===== src/assert_macros.svh =====
// Shared assertion helpers for the page replacement block.
`ifndef ASSERT_MACROS_SVH
`define ASSERT_MACROS_SVH

// Same-cycle implication, disabled while reset is asserted.
`define ASSERT_IMPL(lbl, clk, rst_n, ante, cons) \
  lbl: assert property (@(posedge clk) disable iff (!rst_n) (ante) |-> (cons)) \
    else $error("%m: implication check failed");

// Next-cycle implication, disabled while reset is asserted.
`define ASSERT_NEXT(lbl, clk, rst_n, ante, cons) \
  lbl: assert property (@(posedge clk) disable iff (!rst_n) (ante) |=> (cons)) \
    else $error("%m: next-cycle check failed");

`endif


===== src/prcl_pkg.sv =====
package prcl_pkg;

  typedef enum logic [1:0] {
    REQ_INSTALL = 2'd0,
    REQ_ACCESS  = 2'd1,
    REQ_VICTIM  = 2'd2,
    REQ_NOP     = 2'd3
  } req_t;

  typedef enum logic [1:0] {
    STAT_DONE  = 2'd0,
    STAT_MISS  = 2'd1,
    STAT_EMPTY = 2'd2,
    STAT_RANGE = 2'd3
  } status_t;

  // What a cell offers as a candidate during the select cycle
  typedef enum logic [2:0] {
    K_FRAME,
    K_TAG,
    K_RANK0,
    K_CLEAN_UNUSED,
    K_DIRTY_UNUSED,
    K_CLEAN,
    K_PRESENT
  } cand_t;

  typedef enum logic [1:0] {
    U_NONE,
    U_INSTALL,
    U_TOUCH,
    U_EVICT
  } upd_t;

  typedef struct packed {
    logic  sel_en;
    cand_t cand;
    upd_t  upd;
    logic  wr;
    logic  dec_en;
    logic  clr_all;
    logic  clr_passed;
  } cell_ctl_t;

  typedef struct packed {
    logic present;
    logic clean;
    logic clean_unused;
    logic dirty_unused;
  } cell_cls_t;

  localparam int CFG_ADDR_W = 3;
  localparam logic [CFG_ADDR_W-1:0] ADDR_MODE   = 3'h0;
  localparam logic [CFG_ADDR_W-1:0] ADDR_ACTIVE = 3'h4;

  localparam int ACTIVE_W = 7;
  localparam logic [ACTIVE_W-1:0] ACTIVE_RESET = 7'd64;

endpackage


===== src/prcl_cell.sv =====
module prcl_cell #(
  parameter int FRAME_COUNT  = 64,
  parameter int PAGE_BITS    = 16,
  parameter int PROCESS_BITS = 8,
  parameter int IDX          = 0,
  localparam int FI_W = $clog2(FRAME_COUNT)
) (
  input  logic                     clk,
  input  logic                     rst_n,
  input  prcl_pkg::cell_ctl_t      ctl,
  input  logic [FI_W-1:0]          hand,
  input  logic [FI_W-1:0]          frame,
  input  logic [FI_W-1:0]          victim,
  input  logic [FI_W-1:0]          sel_rank,
  input  logic [FI_W-1:0]          new_rank,
  input  logic [PROCESS_BITS-1:0]  pid,
  input  logic [PAGE_BITS-1:0]     pg,
  input  logic                     found_ge_in,
  input  logic                     found_all_in,
  input  logic                     wrap,
  output logic                     found_ge_out,
  output logic                     found_all_out,
  output prcl_pkg::cell_cls_t      cls,
  output logic                     sel,
  output logic [PROCESS_BITS-1:0]  rd_proc,
  output logic [PAGE_BITS-1:0]     rd_page,
  output logic [FI_W-1:0]          rd_rank,
  output logic [FI_W-1:0]          rd_idx,
  output logic                     rd_dirty,
  output logic                     rd_present
);
  import prcl_pkg::*;

  localparam logic [FI_W-1:0] MY_IDX = FI_W'(IDX);

  logic                    present_r, used_r, dirty_r, sel_r;
  logic [PROCESS_BITS-1:0] proc_r;
  logic [PAGE_BITS-1:0]    page_r;
  logic [FI_W-1:0]         rank_r;
  logic                    cand, ge, passed, dec;

  assign ge = (MY_IDX >= hand);

  always_comb begin
    case (ctl.cand)
      K_FRAME:        cand = (MY_IDX == frame);
      K_TAG:          cand = present_r && (proc_r == pid) && (page_r == pg);
      K_RANK0:        cand = present_r && (rank_r == '0);
      K_CLEAN_UNUSED: cand = present_r && !used_r && !dirty_r;
      K_DIRTY_UNUSED: cand = present_r && !used_r && dirty_r;
      K_CLEAN:        cand = present_r && !dirty_r;
      K_PRESENT:      cand = present_r;
      default:        cand = 1'b0;
    endcase
  end

  assign found_ge_out  = found_ge_in | (cand & ge);
  assign found_all_out = found_all_in | cand;

  // frames the second sweep went over before reaching the victim
  assign passed = (victim >= hand) ? (ge && (MY_IDX < victim))
                                   : (ge || (MY_IDX < victim));
  assign dec = ctl.dec_en && !sel_r && present_r && (rank_r > sel_rank);

  always_ff @(posedge clk) begin
    if (!rst_n) begin
      present_r <= 1'b0;
      used_r    <= 1'b0;
      dirty_r   <= 1'b0;
      sel_r     <= 1'b0;
    end else begin
      if (ctl.sel_en) begin
        sel_r <= wrap ? (cand && !found_all_in) : (cand && ge && !found_ge_in);
      end
      if (ctl.upd != U_NONE && dec) begin
        rank_r <= rank_r - 1'b1;
      end
      case (ctl.upd)
        U_INSTALL: begin
          if (sel_r) begin
            present_r <= 1'b1;
            used_r    <= 1'b0;
            dirty_r   <= 1'b0;
            proc_r    <= pid;
            page_r    <= pg;
            rank_r    <= new_rank;
          end
        end
        U_TOUCH: begin
          if (sel_r) begin
            used_r  <= 1'b1;
            dirty_r <= dirty_r | ctl.wr;
            rank_r  <= new_rank;
          end
        end
        U_EVICT: begin
          if (sel_r) begin
            present_r <= 1'b0;
            used_r    <= 1'b0;
            dirty_r   <= 1'b0;
          end else if (ctl.clr_all || (ctl.clr_passed && passed && present_r)) begin
            used_r <= 1'b0;
          end
        end
        default: ;
      endcase
    end
  end

  assign cls.present      = present_r;
  assign cls.clean        = present_r && !dirty_r;
  assign cls.clean_unused = present_r && !used_r && !dirty_r;
  assign cls.dirty_unused = present_r && !used_r && dirty_r;

  assign sel        = sel_r;
  assign rd_proc    = sel_r ? proc_r : '0;
  assign rd_page    = sel_r ? page_r : '0;
  assign rd_rank    = sel_r ? rank_r : '0;
  assign rd_idx     = sel_r ? MY_IDX : '0;
  assign rd_dirty   = sel_r & dirty_r;
  assign rd_present = sel_r & present_r;

endmodule


===== config.mk =====
export PLATFORM = sky130hd
export DESIGN_NAME = prcl_cell
export DESIGN_NICKNAME = d
export VERILOG_FILES = /design/src/assert_macros.svh /design/src/prcl_pkg.sv /design/src/prcl_cell.sv
export SDC_FILE = /design/constraint.sdc
export NUM_CORES = 1
export LEC_CHECK = 0
export BUFFER_PORTS_ARGS = -buffer_cell sky130_fd_sc_hd__clkbuf_2
export CAP_MARGIN = 20
export CORE_MARGIN = 2
export CORE_UTILIZATION = 42
export CTS_CLUSTER_SIZE = 10
export DETAILED_ROUTE_END_ITERATION = 12
export GPL_TIMING_DRIVEN = 0
export HOLD_SLACK_MARGIN = 0.08
export PLACE_DENSITY = 0.76
export SLEW_MARGIN = 5
export SYNTH_ARGS = -nofsm -noshare
export SYNTH_HDL_FRONTEND = slang
export SYNTH_SLANG_ARGS = --single-unit
export TNS_END_PERCENT = 100

===== constraint.sdc =====
create_clock -name clk -period 2.35 [get_ports clk]
set_clock_uncertainty 0.2 [all_clocks]
set_input_delay 0.47 -clock clk [delete_from_list [all_inputs] [get_ports clk]]
set_output_delay 0.47 -clock clk [all_outputs]
set_load 0.01 [all_outputs]

==> results.yml, run 1 <==
clocking:
  cts_tree: "done"
  path_clk_slew_ns: 0.07
  cts.sinks: 34
  numCtsBuffers: 5
  clockRootBuffer: "clkbuf_8"
  clock_latency_ns: 0.28
  clockBufferDepth: 2
  cts_max_level: 2
global_routing:
  track_usage_pct: 19.5
  grt_overflow_total: 0
  antenna_found_initial: 0
  grt_pass1_vias: 2053
  grt_max_degree: 25
  grt_first_pass_wirelength_um: 9490
route:
  wirelength_um: 6210
  vias_per_cell: 4.96
  via_count: 2227
  wire_per_inst_um: 13.8
  drc: 0
  drtIter0Drc: 90
  dr.pass1.iters: 4
  drtAntennaViolNets: 0
worst_setup_path:
  start_kind: "flip-flop"
  r2r-start: "rank_r[3]"
  cp_num_buf_inv: 2
  cp.required_ns: 1.68
  crit_type: "flip-flop to output pin"
  worstSetupEndpoint: "found_ge_out"
  slowest_delay_ns: 0.41
  cp.depth: 8
  endpoint_kind: "output pin"
  rr_worst_depth: 8
  rrSetupSlack_ns: -0.01
  slowest_stage: "edfxtp_1"
  path_cells: "inv_2 -> ha_4 -> nor4bb_4 -> a21oi_2 -> a311oi_2 -> a211oi_2 -> o21bai_1 -> buf_2"
  r2r-end: "rank_r[0]"
  critPathTopFamily: "compound AO/OA/AOI/OAI gates"
  worstPathMaxFanout: 3
  crit_arrival_ns: 1.92
  crit_path_start: "rank_r[1]"
finish:
  final_common_cell: "clkbuf_2"
  layout-area-overhead-vs-synth_pct: 44.3
  nNetsFinal: 465
  drive_gt1_share_pct: 43.5
  fillers: 473
  regArea_um2: 985
  mostFrequentLayoutCells: "clkbuf_2 (109), and2_1 (34), edfxtp_1 (30)"
  design_area_um2: 3450
  n_antenna_cell: 0
  multi_input_area_um2: 1430
  finalNonFillerCells: 449
logic_synthesis:
  yosys-top-cells-area: "edfxtp_1 (38%), ha_1 (9.9%), and2_1 (8.9%), xnor2_1 (8.4%), dfxtp_1 (3.4%)"
  synth.distinct_cells: 47
  syn_avg_cell_area_um2: 9.92
  synth_top_area_share_pct: 37.7
  yosysWarnings: 0
  synth_edf_count: 30
  synthCells: 241
  yosysSeqAreaShare_pct: 41.0
  dominantRegCellSynth: "edfxtp_1"
  async_flop_share_pct: 0
  syn_area_um2: 2390
  ys_ff_latch: 34
  synth_top_area_cell: "edfxtp_1"
power_and_ir_drop:
  cellLeakagePower_nw: 1.57
  max-vdd-ir-drop_mv: 0.310
  finalPower_mw: 1.45
  power_density_nw_per_um2: 420
floorplan:
  num_rows: 27
  start_util_pct: 43.4
  dieArea_um2: 6310
  coreArea_um2: 5510
  dieHeight_um: 79.4
  pin_count: 114
  die_w_um: 79.4
timing:
  fin_crit_ns: 2.59
  slew_violations: 0
  timing.hold.ws_ns: 0.193
  finalCritPeriodShare_pct: 110
  setup_violations: 3
  hold_viol_final: 0
  rsz0062_at_grt: "true"
  setup_ws_ns: -0.236
  fmax_mhz: 387
  tns_ns: -0.402
placed_design:
  dp_hpwl_um: 4700
  portBuffers: 107
  placed_area_um2: 3030
  placedCellCount: 425
  gp_congestion: 0.802
status:
  violations: "negative setup slack"
  run_status: "finished with violations"
worst_hold_path:
  holdCritPathClass: "primary input to flip-flop"
run:
  cap_violations: 0
-- through the flow --
step                util, %  setup slack [ns]
finish                 62.6            -0.236
global route           62.6            -0.352
CTS                    60.3            -0.221
detailed placement     55.1            -0.220
global placement       55.1            -0.206
floorplan                 -            0.0747
-- synthesized netlist by cell type, types with 6 or more instances --
cell / instances
and2_1: 34
edfxtp_1: 30
xnor2_1: 23
ha_1: 19
inv_1: 18
nor2_1: 11
a21oi_1: 7
buf_4: 7
nand3_1: 7
nand2_1: 6
nand4_1: 6
-- kinds of logic (layout without fill, tap and decap cells) --
kind of cell               Yosys count  after routing  share of synthesized area, %
other                                1              6                         0.157
and+or+nand+nor                     94             94                          23.4
buffers and inverters               32            163                          6.18
xor gates and xnor gates            24             24                          8.80
DFF                                 34             34                          41.0
adders and majority gates           19             19                          9.95
AOI/OAI and AO/OA                   37             37                          10.5
-- layout make-up --
| class | count | area share [%] |
|---|---|---|
| inverter | 20 | 2.18 |
| tap | 72 | 2.61 |
| sequential | 34 | 28.5 |
| clock inverter | 2 | 0.979 |
| timing repair buffer | 124 | 19.8 |
| buffer | 12 | 2.43 |
| multi-input combinational | 180 | 41.5 |
| clock buffer | 5 | 1.99 |
-- sequential cells by signal, indices dropped and copies added, names as in the netlist --
signal and count:
dirty_r 1, used_r 1, present_r 1, page_r 16
rank_r 6, proc_r 8, sel 1
-- worst min-delay path by stage --
| stage | from | to | slack [ns] | cells past startpoint |
|---|---|---|---|---|
| 3_5_place_dp | used_r | used_r | 0.31 | 2 |
| 4_1_cts | pg[5] | page_r[5] | 0.19 | 1 |
| 6_report | pg[11] | page_r[11] | 0.19 | 1 |
| 5_1_grt | pid[5] | proc_r[5] | 0.18 | 1 |
| 3_3_place_gp | used_r | used_r | 0.31 | 2 |
| 2_1_floorplan | used_r | used_r | 0.28 | 2 |
-- report_power, final --
| group | switching, mW | leakage [nW] | internal [mW] |
|---|---|---|---|
| Sequential | 0.00916 | 0.308 | 0.664 |
| Clock | 0.204 | 0.0517 | 0.307 |
| Combinational | 0.123 | 1.21 | 0.143 |
-- per-layer routing --
layer  up-vias  part of all wire (%)  GRT usage, %
met1      1022                    41          23.2
met3         6                   6.5          5.43
met2        77                    51          33.5
li1       1122                     -             -
met4         0                   1.2          6.72
met5         -                     0             0
-- what timing repair did --
action	4_1_cts	5_1_grt
resized for setup	22	19
buffers inserted	10	9
gates cloned	1	0
setup endpoints to repair	62	38
hold buffers	0	0
pin swaps	13	18
No activity file was read; power rests on OpenSTA's default activity.
==> run 2: changes to the inputs <==
- ABC_AREA: unset -> 1
- CORE_UTILIZATION: 42 -> 44
- PLACE_DENSITY: 0.76 -> 0.77
==> run 2 against run 1 <==
The flow still finishes with violations (negative setup slack). Non-clock buffer count decreased by 1. Setup slack improved by 0.18 ns. Sequential power increased by 3.1%. Sequential cell count unchanged. Via count increased by 19%. Utilization decreased by 0.92 points. Clock power decreased by 20%. First-iteration DRC count decreased by 7.8%. Maximum frequency increased by 7.3%. Combinational power increased by 32%. Critical path type unchanged. Critical endpoint unchanged.
==> results.yml, run 2 <==
status:
  run_status: "finished with violations"
  violations: "negative setup slack"
logic_synthesis:
  synth_common_cells: "nand2_1 (106), inv_1 (95), nor2_1 (48)"
  syn_avg_cell_area_um2: 7.00
  ys_ff_latch: 34
  synth.distinct_cells: 30
  yosysWarnings: 0
  synth_top_area_cell: "edfxtp_1"
  async_flop_share_pct: 0
  post-synth-top-count-cell: "nand2_1"
  yosysSeqAreaShare_pct: 36.5
  synth_edf_count: 30
  dominantRegCellSynth: "edfxtp_1"
  syn_area_um2: 2690
  synthCells: 384
  synth_top_area_share_pct: 33.5
  yosys-top-cells-area: "edfxtp_1 (34%), nand2_1 (15%), inv_1 (13%), ha_1 (8.8%), nor2_1 (6.7%)"
placed_design:
  place_ws_ns: -0.0975
  portBuffers: 107
  placedCellCount: 571
  gp_congestion: 0.829
  placed_area_um2: 3350
  dp_hpwl_um: 5000
floorplan:
  start_util_pct: 45.4
  coreArea_um2: 5920
  num_rows: 28
  dieArea_um2: 6750
  pin_count: 114
  dieHeight_um: 82.2
  die_w_um: 82.2
global_routing:
  grt_overflow_total: 0
  antenna_found_initial: 0
  grt_pass1_vias: 2340
  grt_max_degree: 25
  grt_first_pass_wirelength_um: 9520
  track_usage_pct: 18.3
run:
  cap_violations: 0
worst_setup_path:
  path_cells: "nor2_1 -> nor2_2 -> nor2_2 -> nand3_2 -> nor2_2 -> nand3_2 -> nand2_1 -> nand2_1 -> nand2_2 -> nand2_2 -> nand2_1 -> buf_2"
  cp.required_ns: 1.68
  critPathTopFamily: "simple AND/OR/NAND/NOR gates"
  cp_num_buf_inv: 1
  worstPathMaxFanout: 3
  start_kind: "flip-flop"
  crit_type: "flip-flop to output pin"
  rrSetupSlack_ns: 0.03
  r2r-start: "rank_r[2]"
  slowest_stage: "edfxtp_1"
  endpoint_kind: "output pin"
  crit_arrival_ns: 1.74
  worstSetupEndpoint: "found_ge_out"
  crit_path_start: "page_r[11]"
  r2r-end: "rank_r[4]"
  cp.depth: 12
  rr_worst_depth: 10
  slowest_delay_ns: 0.40
route:
  drtIter0Drc: 83
  wire_per_inst_um: 10.8
  vias_per_cell: 4.47
  dr.pass1.iters: 4
  wirelength_um: 6430
  via_count: 2653
  drtAntennaViolNets: 0
  drc: 0
finish:
  drive_gt1_share_pct: 32.6
  regArea_um2: 981
  largest_register_ffs: 16
  nNetsFinal: 607
  n_antenna_cell: 0
  post-route-util_pct: 61.7
  top_register: "page_r"
  layout-area-overhead-vs-synth_pct: 35.9
  finalNonFillerCells: 594
  final_common_cell: "clkbuf_2"
  design_area_um2: 3650
  mostFrequentLayoutCells: "clkbuf_2 (105), nand2_1 (104), inv_1 (93)"
  fillers: 554
  multi_input_area_um2: 1380
  largestRegisters: "page_r: 16 flops, proc_r: 8 flops, rank_r: 6 flops"
timing:
  slew_violations: 0
  fin_crit_ns: 2.41
  finalCritPeriodShare_pct: 103
  setup_ws_ns: -0.0610
  fmax_mhz: 415
  setup_violations: 2
  tns_ns: -0.0856
  timing.hold.ws_ns: 0.192
  hold_viol_final: 0
  rsz0062_at_grt: "true"
clocking:
  cts_tree: "done"
  path_clk_slew_ns: 0.07
  clock_latency_ns: 0.28
  numCtsBuffers: 5
  cts_max_level: 2
  cts.sinks: 34
  clockRootBuffer: "clkbuf_8"
  clockBufferDepth: 2
power_and_ir_drop:
  power.switching_mw: 0.414
  comb_power_share_pct: 24.1
  cellLeakagePower_nw: 2.21
  max-vdd-ir-drop_mv: 0.188
  internal-power_mw: 1.04
  power_density_nw_per_um2: 397
  finalPower_mw: 1.45
  p_seq_share_pct: 47.8
  p_clk_share_pct: 28.1
  swShare_pct: 28.5
worst_hold_path:
  hold_start: "pg[1]"
  holdCritPathClass: "primary input to flip-flop"
## run 2: cell types whose count changed after synthesis, moves of 5 or more
cell / change
or3_1: -5
xnor2_1: -19
a31oi_1: -5
nand3_1: +5
xor2_1: +9
and2_1: -34
inv_1: +77
nand2_1: +100
nor2_1: +37
## run 2: worst reg2reg max path: cells and delay by family, from the launching register on
family,cells,cell delay [ns]
buffers and inverters,1,0.05
XOR/XNOR,1,0.15
AND/OR/NAND/NOR,5,0.54
adder cells (fa/ha/maj),1,0.33
AO/OA/AOI/OAI,2,0.33
flip-flops,1,0.49
## run 2: logic make-up after synthesis
group / count (synthesis) / share of synthesized area [%]
AND/OR/NAND/NOR: 182 / 27.6
buffers and inverters: 108 / 16.7
flip-flops: 34 / 36.5
AO/OA/AOI/OAI: 26 / 5.72
adder cells (fa/ha/maj): 19 / 8.84
XOR/XNOR: 14 / 4.56
other: 1 / 0.139
## run 2: cell type report
type                       instances  area share, %
inverter                          96           10.0
sequential                        34           26.8
tap                               75           2.57
clock inverter                     2          0.274
clock buffer                       5           1.88
buffer                            12           2.26
timing repair buffer             123           18.4
multi-input combinational        247           37.8
## run 2: what timing repair did
item                       4_1_cts  5_1_grt
hold buffers                     0        0
gates resized for setup          2       22
setup buffers                    1       14
pin swaps                        2       15
setup endpoints to repair        2        4
## run 2: how the worst min path moves through the flow
| stage | to | slack [ns] | depth (start not counted) |
|---|---|---|---|
| floorplan | used_r | 0.29 | 2 |
| global placement | used_r | 0.34 | 2 |
| detailed placement | used_r | 0.33 | 2 |
| CTS | page_r[1] | 0.18 | 1 |
| global route | page_r[1] | 0.18 | 1 |
| finish | page_r[1] | 0.19 | 1 |
## run 2: power groups by stage
stage	registers [mW]	clock network, mW	logic (mW)
floorplan	0.703	0	0.178
global placement	0.707	0	0.293
detailed placement	0.707	0	0.303
CTS	0.694	0.423	0.305
global route	0.696	0.450	0.400
finish	0.694	0.408	0.350
## run 2: layer usage
metal  track usage (%)  up-vias  share of wire [%]
li1                  -     1412                  -
met1              21.4     1159                 43
met2              33.6       76                 51
met3              3.48        6                5.5
met4              6.17        0               0.99
met5                 0        -                  0
